$ cat src/hdl/dedup_packet_fifo_with_range_count_unit_macros.svh
// ----------------------------------------------------------------------------
// Assertion macros for the dedup packet FIFO
// Shared wrappers for concurrent checks clocked on the rising edge.
// ----------------------------------------------------------------------------
`ifndef DEDUP_PACKET_FIFO_WITH_RANGE_COUNT_UNIT_MACROS_SVH
`define DEDUP_PACKET_FIFO_WITH_RANGE_COUNT_UNIT_MACROS_SVH

// check a property outside of reset
`define DPFRC_ASSERT(lbl, clk, rst, prop, msg) \
   lbl: assert property (@(posedge clk) disable iff (rst) prop) else $error(msg);

// check a property on every edge, reset included
`define DPFRC_ASSERT_ALWAYS(lbl, clk, prop, msg) \
   lbl: assert property (@(posedge clk) prop) else $error(msg);

`endif

$ cat src/hdl/dpfrc_pkg.sv
// ----------------------------------------------------------------------------
// dpfrc_pkg
// Types, codes and sizes shared by the dedup packet FIFO modules.
// ----------------------------------------------------------------------------
package dpfrc_pkg;

   // default number of stored entries
   localparam int CAPACITY_DEFAULT = 64;

   // fixed field widths
   localparam int CMD_W    = 2;
   localparam int ID_W     = 16;
   localparam int TIME_W   = 30;
   localparam int STATUS_W = 3;
   localparam int LIMIT_W  = 7;
   localparam int COUNT_W  = 7;

   // largest limit the register can express
   localparam int LIMIT_MAX = 127;

   // reset value of the limit register
   localparam logic [LIMIT_W-1:0] LIMIT_RESET = 7'd64;

   typedef logic [CMD_W-1:0]    cmd_type;
   typedef logic [STATUS_W-1:0] status_type;

   // command codes
   localparam cmd_type CMD_ADD   = 2'd0;
   localparam cmd_type CMD_FWD   = 2'd1;
   localparam cmd_type CMD_COUNT = 2'd2;

   // status codes
   localparam status_type ST_ADDED = 3'd0;
   localparam status_type ST_DUP   = 3'd1;
   localparam status_type ST_FWD   = 3'd2;
   localparam status_type ST_EMPTY = 3'd3;
   localparam status_type ST_COUNT = 3'd4;

   // one stored packet
   typedef struct packed {
      logic [ID_W-1:0]   src;
      logic [ID_W-1:0]   dst;
      logic [TIME_W-1:0] ts;
   } entry_type;

   // search key of the item under work
   typedef struct packed {
      entry_type         pkt;
      logic [TIME_W-1:0] t_lo;
      logic [TIME_W-1:0] t_hi;
   } key_type;

   // compare unit verdicts
   typedef struct packed {
      logic dup_hit;
      logic range_hit;
   } hit_type;

endpackage

$ cat src/hdl/dpfrc_cmp.sv
// ----------------------------------------------------------------------------
// dpfrc_cmp
// Shared compare unit: checks one stored entry against the current key.
// ----------------------------------------------------------------------------
module dpfrc_cmp (
   input  dpfrc_pkg::entry_type entry,
   input  dpfrc_pkg::key_type   key,
   output dpfrc_pkg::hit_type   hit
);

   logic dst_eq;

   assign dst_eq = (entry.dst == key.pkt.dst);

   // exact triple match for the duplicate check
   assign hit.dup_hit = dst_eq && (entry.src == key.pkt.src) && (entry.ts == key.pkt.ts);

   // destination match with timestamp inside the inclusive window
   assign hit.range_hit = dst_eq && (entry.ts >= key.t_lo) && (entry.ts <= key.t_hi);

endmodule

$ cat config.mk
export PLATFORM = sky130hd
export DESIGN_NAME = dpfrc_cmp
export DESIGN_NICKNAME = d
export VERILOG_FILES = /design/src/hdl/dedup_packet_fifo_with_range_count_unit_macros.svh /design/src/hdl/dpfrc_pkg.sv /design/src/hdl/dpfrc_cmp.sv
export SDC_FILE = /design/constraint.sdc
export NUM_CORES = 1
export LEC_CHECK = 0
export ABC_AREA = 1
export BUFFER_PORTS_ARGS = -buffer_cell sky130_fd_sc_hd__buf_2
export CAP_MARGIN = 20
export CORE_MARGIN = 10
export CORE_UTILIZATION = 40
export DETAILED_ROUTE_END_ITERATION = 8
export PLACE_DENSITY = 0.84
export SLEW_MARGIN = 20
export SYNTH_ARGS = -nofsm -noshare
export SYNTH_HDL_FRONTEND = slang
export SYNTH_SLANG_ARGS = --single-unit
$ cat constraint.sdc
create_clock -name vclk -period 1.1
set_input_delay 0.11 -clock vclk [all_inputs]
set_output_delay 0.11 -clock vclk [all_outputs]
set_load 0.05 [all_outputs]
==> results of run 1 <==
## metrics by stage
step	TNS (ns)	setup WS [ns]
after global routing	-0.915	-0.557
after floorplan	-0.249	-0.249
final	-0.836	-0.536
after global placement	-1.12	-0.659
after detailed placement	-1.12	-0.656
after CTS	-0.771	-0.506
## placed cells by master (no fill, tap or decap), types with 4 or more instances in the layout
master | netlist | routed
buf_2 | 0 | 166
nand2_1 | 127 | 111
inv_1 | 112 | 93
ha_4 | 0 | 34
nor2_1 | 44 | 31
ha_1 | 60 | 26
buf_4 | 0 | 20
xnor2_1 | 21 | 18
xor2_1 | 18 | 18
nand3_1 | 19 | 16
inv_2 | 1 | 15
nand2_2 | 3 | 15
or2_2 | 14 | 14
a21oi_1 | 16 | 13
nor2_4 | 2 | 11
buf_6 | 0 | 11
nor2_2 | 4 | 8
o21ai_0 | 7 | 7
buf_8 | 0 | 6
nor3_2 | 1 | 4
nand4_1 | 4 | 4
nor3_1 | 7 | 4
nand2_4 | 0 | 4
## path summary, 6_finish.rpt
path,endpoint,startpoint
setup / recovery,hit[0],entry[4]
hold / removal,hit[1],key[86]
## worst max-delay path: cells and delay by family
family / cells / cell delay (ns)
AOI/OAI and AO/OA: 1 / 0.06
adders and majority gates: 1 / 0.31
buffers and inverters: 2 / 0.29
and+or+nand+nor: 6 / 0.75
## power by group
group	switching, W	internal [W]	total [W]
Sequential	0	0	0
Combinational	0.000805	0.000869	0.00167
Clock	0	0	0
Total	0.000805	0.000869	0.00167
## cell type report
class / count / area [um2]
Fill cell: 512 / 1800
Timing Repair Buffer: 204 / 1200
Tap cell: 77 / 96.3
Inverter: 113 / 452
Multi-Input combinational cell: 353 / 2840
## kinds of logic (layout without fill, tap and decap cells)
family	after synthesis	after routing	synth area share, %
buffers and inverters	113	317	16.1
xor gates and xnor gates	39	39	13.0
AOI/OAI and AO/OA	28	28	5.79
and+or+nand+nor	226	226	36.7
adders and majority gates	60	60	28.5
## what timing repair did
item	4_1_cts	5_1_grt
buffers inserted	2	1
resized for setup	44	84
setup endpoints to repair	2	2
pin swaps	28	47
## routing by layer
layer | vias to the layer above | track usage [%] | part of all wire (%)
li1 | 1823 | - | -
met1 | 1602 | 18.4 | 36
met2 | 137 | 35.6 | 55
met3 | 18 | 3.81 | 6.9
met4 | 0 | 2.89 | 1.9
met5 | - | 0 | 0
==> impl_metrics.toml, run 1 <==
[floorplan]
fp.dieH_um = 101
fp.coreArea_um2 = 6390
boundaryPins = 186
dieArea_um2 = 10200
start_util_pct = 41.3
dieWidth_um = 101
rows = 29

[setup_path]
slowest_stage = "ha_1"
arrival_ns = 1.53
max_stage_delay_ns = 0.31
worstPathCellList = "buf_2 > ha_1 > nand2_1 > nor2_2 > nand3_1 > nand3b_1 > nor2_1 > a21oi_2 > nor2_4 > buf_8"
critical_path_class = "input port to output pin"
critPathLaunchType = "input port"
critPathCaptureType = "output pin"
critPathRequiredTime_ns = 0.99
worstPathMaxFanout = 3

[finish]
final_util_pct = 71.9
area_delta_synth_final_pct = 74.1
seq_area_um2 = 0
final_cells = 747
finalInstanceArea_um2 = 4590
seq_cell_count = 0
drive_gt1_share_pct = 48.2
antenna_cells = 0
nClkBuffers = 0
nets = 916

[sta]
setup_viol_count_final = 2
layout_setup_ws_ns = -0.536
hold_slack_ns = 0.824
max_freq_mhz = 611
fin_crit_ns = 1.64
timing_hold_violations_final = 0
slew_headroom_pct = 85.4
finalCritPeriodShare_pct = 149
slew_violations = 0
tightest_slew_ns = 0.218
rsz0062_at_grt = "yes"

[yosys]
synth_nets = 710
synth_top_area_cell = "ha_1"
synth_area_per_cell_um2 = 5.66
synthesis.area_um2 = 2640
synth.most_common_cell = "nand2_1"
ys_top_cells_by_count = "127 x nand2_1, 112 x inv_1, 60 x ha_1, 44 x nor2_1, 21 x xnor2_1"
seq_area_frac_synth_pct = 0
ys_types = 21
synth_top_area_share_pct = 28.5
syn_inst = 466
yosys-top-cells-area = "ha_1 28%, nand2_1 18%, inv_1 16%"
yosysWarnings = 0

[flow_run]
drv_cap = 0

[global_routing]
overflow = 0
grt_util_all_layers_pct = 17.8
grt_max_degree = 5
antenna_found_initial = 0
grt_pass1_vias = 3663
grt_pass1_wl_um = 15700

[detailed_routing]
ant_nets = 0
routedWlPerCell_um = 14.6
wirelength_um = 10900
dr.first_iter.drc_count = 89
drcViolationCount = 0
firstDrtPassIters = 4
vias = 3580
viasPerCell = 4.79

[pwr]
leakage_nw = 2.56
ir_drop_mv = 0.271
powerDensity_nw_per_um2 = 365
power_w = 0.00167

[run_status]
run_status = "complete, but fails checks"
violations = "negative setup slack"

[placed_design]
dpl.hpwl_um = 8910
placed_cells_incl_taps = 744
place_congestion = 0.853
io_buffers = 186
dpl-instance-area_um2 = 3940

[clock_tree]
postCtsHoldBufs = 0

[hold_path]
hp-class = "input port to output pin"
hold-path-cell-count = 7
Power figures use the tool's default switching activity.
==> run 2: changes to the inputs <==
- PLACE_DENSITY: 0.84 -> 0.83
==> run 2 against run 1 <==
Effect of this change:
- the flow still finishes with violations (negative setup slack)
- flip-flop and latch count unchanged
- sequential share of layout area unchanged
- global-route usage up 0.51 points
- via count down 1.1%
- critical endpoint unchanged
- largest cell class unchanged
==> impl_metrics.toml, run 2 (same netlist as run 1, synthesis figures left out) <==
[floorplan]
dieArea_um2 = 10200
start_util_pct = 41.3
dieWidth_um = 101
fp.dieH_um = 101
boundaryPins = 186
fp.coreArea_um2 = 6390
rows = 29

[setup_path]
critPathRequiredTime_ns = 0.99
arrival_ns = 1.45
critPathCaptureType = "output pin"
worstPathMaxFanout = 4
critical_path_class = "input port to output pin"
critPathLaunchType = "input port"

[sta]
rsz0062_at_grt = "yes"
layout_setup_ws_ns = -0.460
slew_headroom_pct = 85.8
finalCritPeriodShare_pct = 142
tightest_slew_ns = 0.211
setup_viol_count_final = 2
slew_violations = 0
timing_hold_violations_final = 0
fin_tns_setup_ns = -0.814
fin_crit_ns = 1.56
max_freq_mhz = 641

[finish]
area_delta_synth_final_pct = 77.6
fillers = 515
seq_cell_count = 0
final_cell_mix = "165 x buf_2, 109 x nand2_1, 93 x inv_1"
layout_commonest_cell = "buf_2"
nets = 923
nClkBuffers = 0
final_util_pct = 73.3
seq_area_um2 = 0
drive_gt1_share_pct = 49.0

[detailed_routing]
routedWlPerCell_um = 14.1
ant_nets = 0
firstDrtPassIters = 4
drcViolationCount = 0
wirelength_um = 10600
viasPerCell = 4.69
vias = 3539
dr.first_iter.drc_count = 39

[run_status]
violations = "negative setup slack"
run_status = "complete, but fails checks"

[global_routing]
antenna_found_initial = 0
overflow = 0
grt_util_all_layers_pct = 18.3
grt_pass1_vias = 3731
grt_max_degree = 5
grt_pass1_wl_um = 16000

[pwr]
ir_drop_mv = 0.239
power_w = 0.00169
leakage_nw = 2.63
powerDensity_nw_per_um2 = 361

[placed_design]
place_congestion = 0.828
dpl.hpwl_um = 9160
io_buffers = 186

[clock_tree]
postCtsHoldBufs = 0

[hold_path]
hold-path-cell-count = 7
hp-class = "input port to output pin"

[flow_run]
drv_cap = 0
## run 2: changes by cell type in the layout (fill, tap and decap cells not counted), sizes merged
cell    delta
clkbuf     -1
diode      +1
buf        +8
## run 2: where the power goes
| group | switching, W | internal (W) |
|---|---|---|
| combinational | 0.000800 | 0.000890 |
| clock | 0 | 0.000000000122 |
| sequential | 0 | 0 |
## run 2: metal layers
| metal | routed length [um] | track usage (%) |
|---|---|---|
| met5 | 0 | 0 |
| met4 | 199 | 3.11 |
| met3 | 757 | 4.15 |
| met2 | 5840 | 36.7 |
| met1 | 3820 | 18.7 |
## run 2: area by class of cell
class,instances,area (um2),share of cell area (%)
repair buffers,211,1280,27.4
multi-input cells,353,2850,60.8
diodes,1,2.50,0.0534
inverters,113,454,9.70
well taps,77,96.3,2.06
## run 2: repair_timing
action | in CTS | in global routing
gates cloned | 0 | 0
pin swaps | 29 | 52
endpoints found under the setup margin | 2 | 2
buffers inserted | 1 | 0
resized for setup | 66 | 71
endpoints found under the hold margin | 0 | 0
## run 2: critical path, stage by stage
cell	delay, ns
buf_2	0.14
ha_1	0.30
nand2_1	0.07
nor2_2	0.10
nand3_1	0.09
nand3b_1	0.16
nor2_1	0.14
a21oi_2	0.06
nor2_4	0.11
buf_8	0.15
## run 2: per-stage QoR
step | instances | hold slack [ns] | instance area (um2) | setup WS [ns]
floorplan | 466 | 0.548 | 2800 | -0.249
global placement | 753 | 0.876 | 4010 | -0.648
detailed placement | 753 | 0.877 | 4010 | -0.698
CTS | 754 | 0.785 | 4330 | -0.466
global route | 754 | 0.856 | 4680 | -0.548
finish | 755 | 0.809 | 4680 | -0.460
## run 2: worst paths after layout
path                      to  startpoint  slack [ns]
worst max-delay path  hit[0]    entry[4]       -0.46
worst min-delay path  hit[1]     key[87]        0.81
==> run 3: changes to the inputs <==
- CORE_UTILIZATION: 40 -> 44
- PLACE_DENSITY: 0.83 -> 0.86
- clock period: 1.1 -> 1.73 ns (I/O delays scaled with it)
==> run 3 against run 2 <==
Effect of this change:
- the run now ends clean
- non-clock buffer count down 3
- core utilization up 3.9 points
- worst setup slack better by 0.49 ns
- clock-buffer cell count unchanged
- via count up 2.1%
- combinational power down 36%
- cell area down 2.9%
- global-route usage up 0.82 points
- final cell count down 0.79%
- sequential share of layout area unchanged
- worst hold slack better by 0.10 ns
- highest routed layer unchanged
==> impl_metrics.toml, run 3 (same netlist as run 1, synthesis figures left out) <==
[finish]
nClkBuffers = 0
seq_area_um2 = 0
final_cell_mix = "167 x buf_2, 112 x nand2_1, 97 x inv_1"
multi_input_area_um2 = 2820
antenna_cells = 0
fillers = 433
seq_cell_count = 0
final_util_pct = 77.2
nets = 920
drive_gt1_share_pct = 47.0
layout_commonest_cell = "buf_2"
area_delta_synth_final_pct = 72.3

[pwr]
powerDensity_nw_per_um2 = 237
ir_drop_mv = 0.184
power_w = 0.00108
leakage_nw = 2.55

[sta]
tightest_slew_ns = 0.215
rsz0062_at_grt = "yes"
max_freq_mhz = 588
slew_headroom_pct = 85.5
fin_tns_setup_ns = 0
timing_hold_violations_final = 0
hold_slack_ns = 0.910
setup_viol_count_final = 0
finalCritPeriodShare_pct = 98.3
fin_crit_ns = 1.70
slew_violations = 0

[setup_path]
worstPathCellList = "buf_8 > ha_4 > buf_4 > nand2_1 > nand2_1 > nand2_1 > nand3_1 > nor2_1 > nand2_1 > nand2_1 > nand2_1 > nand2_1 > nor2_2 > buf_6"
critical_path_class = "input port to output pin"
critPathCaptureType = "output pin"
critPathRequiredTime_ns = 1.56
max_stage_delay_ns = 0.28
critPathLaunchType = "input port"
slowest_stage = "ha_4"
crit_buf_inv = 3
arrival_ns = 1.53
cp_common_cell = "nand2_1"
worstPathMaxFanout = 3
critPathTopFamily = "simple AND/OR/NAND/NOR gates"

[global_routing]
overflow = 0
grt_util_all_layers_pct = 19.1
antenna_found_initial = 0
grt_pass1_wl_um = 16000
grt_pass1_vias = 3810
grt_max_degree = 5

[placed_design]
place_congestion = 0.863
io_buffers = 186
dpl.hpwl_um = 8910

[detailed_routing]
ant_nets = 0
drcViolationCount = 0
vias = 3614
routedWlPerCell_um = 15.1
viasPerCell = 4.83
firstDrtPassIters = 4
dr.first_iter.drc_count = 91
wirelength_um = 11300

[floorplan]
fp.coreArea_um2 = 5890
dieArea_um2 = 9490
boundaryPins = 186
start_util_pct = 44.8
rows = 28
fp.dieH_um = 97.4
dieWidth_um = 97.4

[run_status]
run_status = "complete, no violations"

[clock_tree]
postCtsHoldBufs = 0

[hold_path]
hp-class = "input port to output pin"

[flow_run]
drv_cap = 0
## run 3: layout make-up
class / instances / share of cell area [%]
multi-input combinational: 353 / 62.1
timing repair buffer: 208 / 26.5
inverter: 113 / 9.33
tap: 75 / 2.06
## run 3: power breakdown
part,internal (W),switching (W),total (W)
combinational,0.000557,0.000521,0.00108
sequential,0,0,0
clock,0,0,0
total,0.000557,0.000521,0.00108
## run 3: metrics by stage
step	std cells	setup WS, ns	instance area (um2)
6_report	749	0.0295	4550
5_1_grt	749	-0.0988	4550
4_1_cts	748	0.0000321	4010
3_5_place_dp	748	-0.147	3820
3_3_place_gp	748	-0.0601	3820
2_1_floorplan	466	0.0674	2640
## run 3: path summary, 6_finish.rpt
check                 start  endpoint  slack (ns)  depth (start not counted)
hold / removal      key[87]    hit[1]        0.91                          7
setup / recovery  entry[11]    hit[0]        0.03                         14
## run 3: layer usage
metal | global-route usage (%) | vias up | routed length [um]
met5 | 0 | - | 0
met4 | 2.91 | 0 | 222
met3 | 6.12 | 22 | 988
met2 | 39.0 | 161 | 6300
met1 | 18.0 | 1596 | 3790
li1 | - | 1835 | -
## run 3: repair_timing
action,in CTS,in global routing
setup buffers,0,1
pin swaps,14,46
resized for setup,29,103
endpoints found under the setup margin,1,2
## run 3: tightest hold or removal path: stages
cell     delay, ns
buf_2         0.08
xnor2_1       0.06
nand4_1       0.09
nor2_1        0.05
nand2_1       0.05
nor2_1        0.04
buf_4         0.18
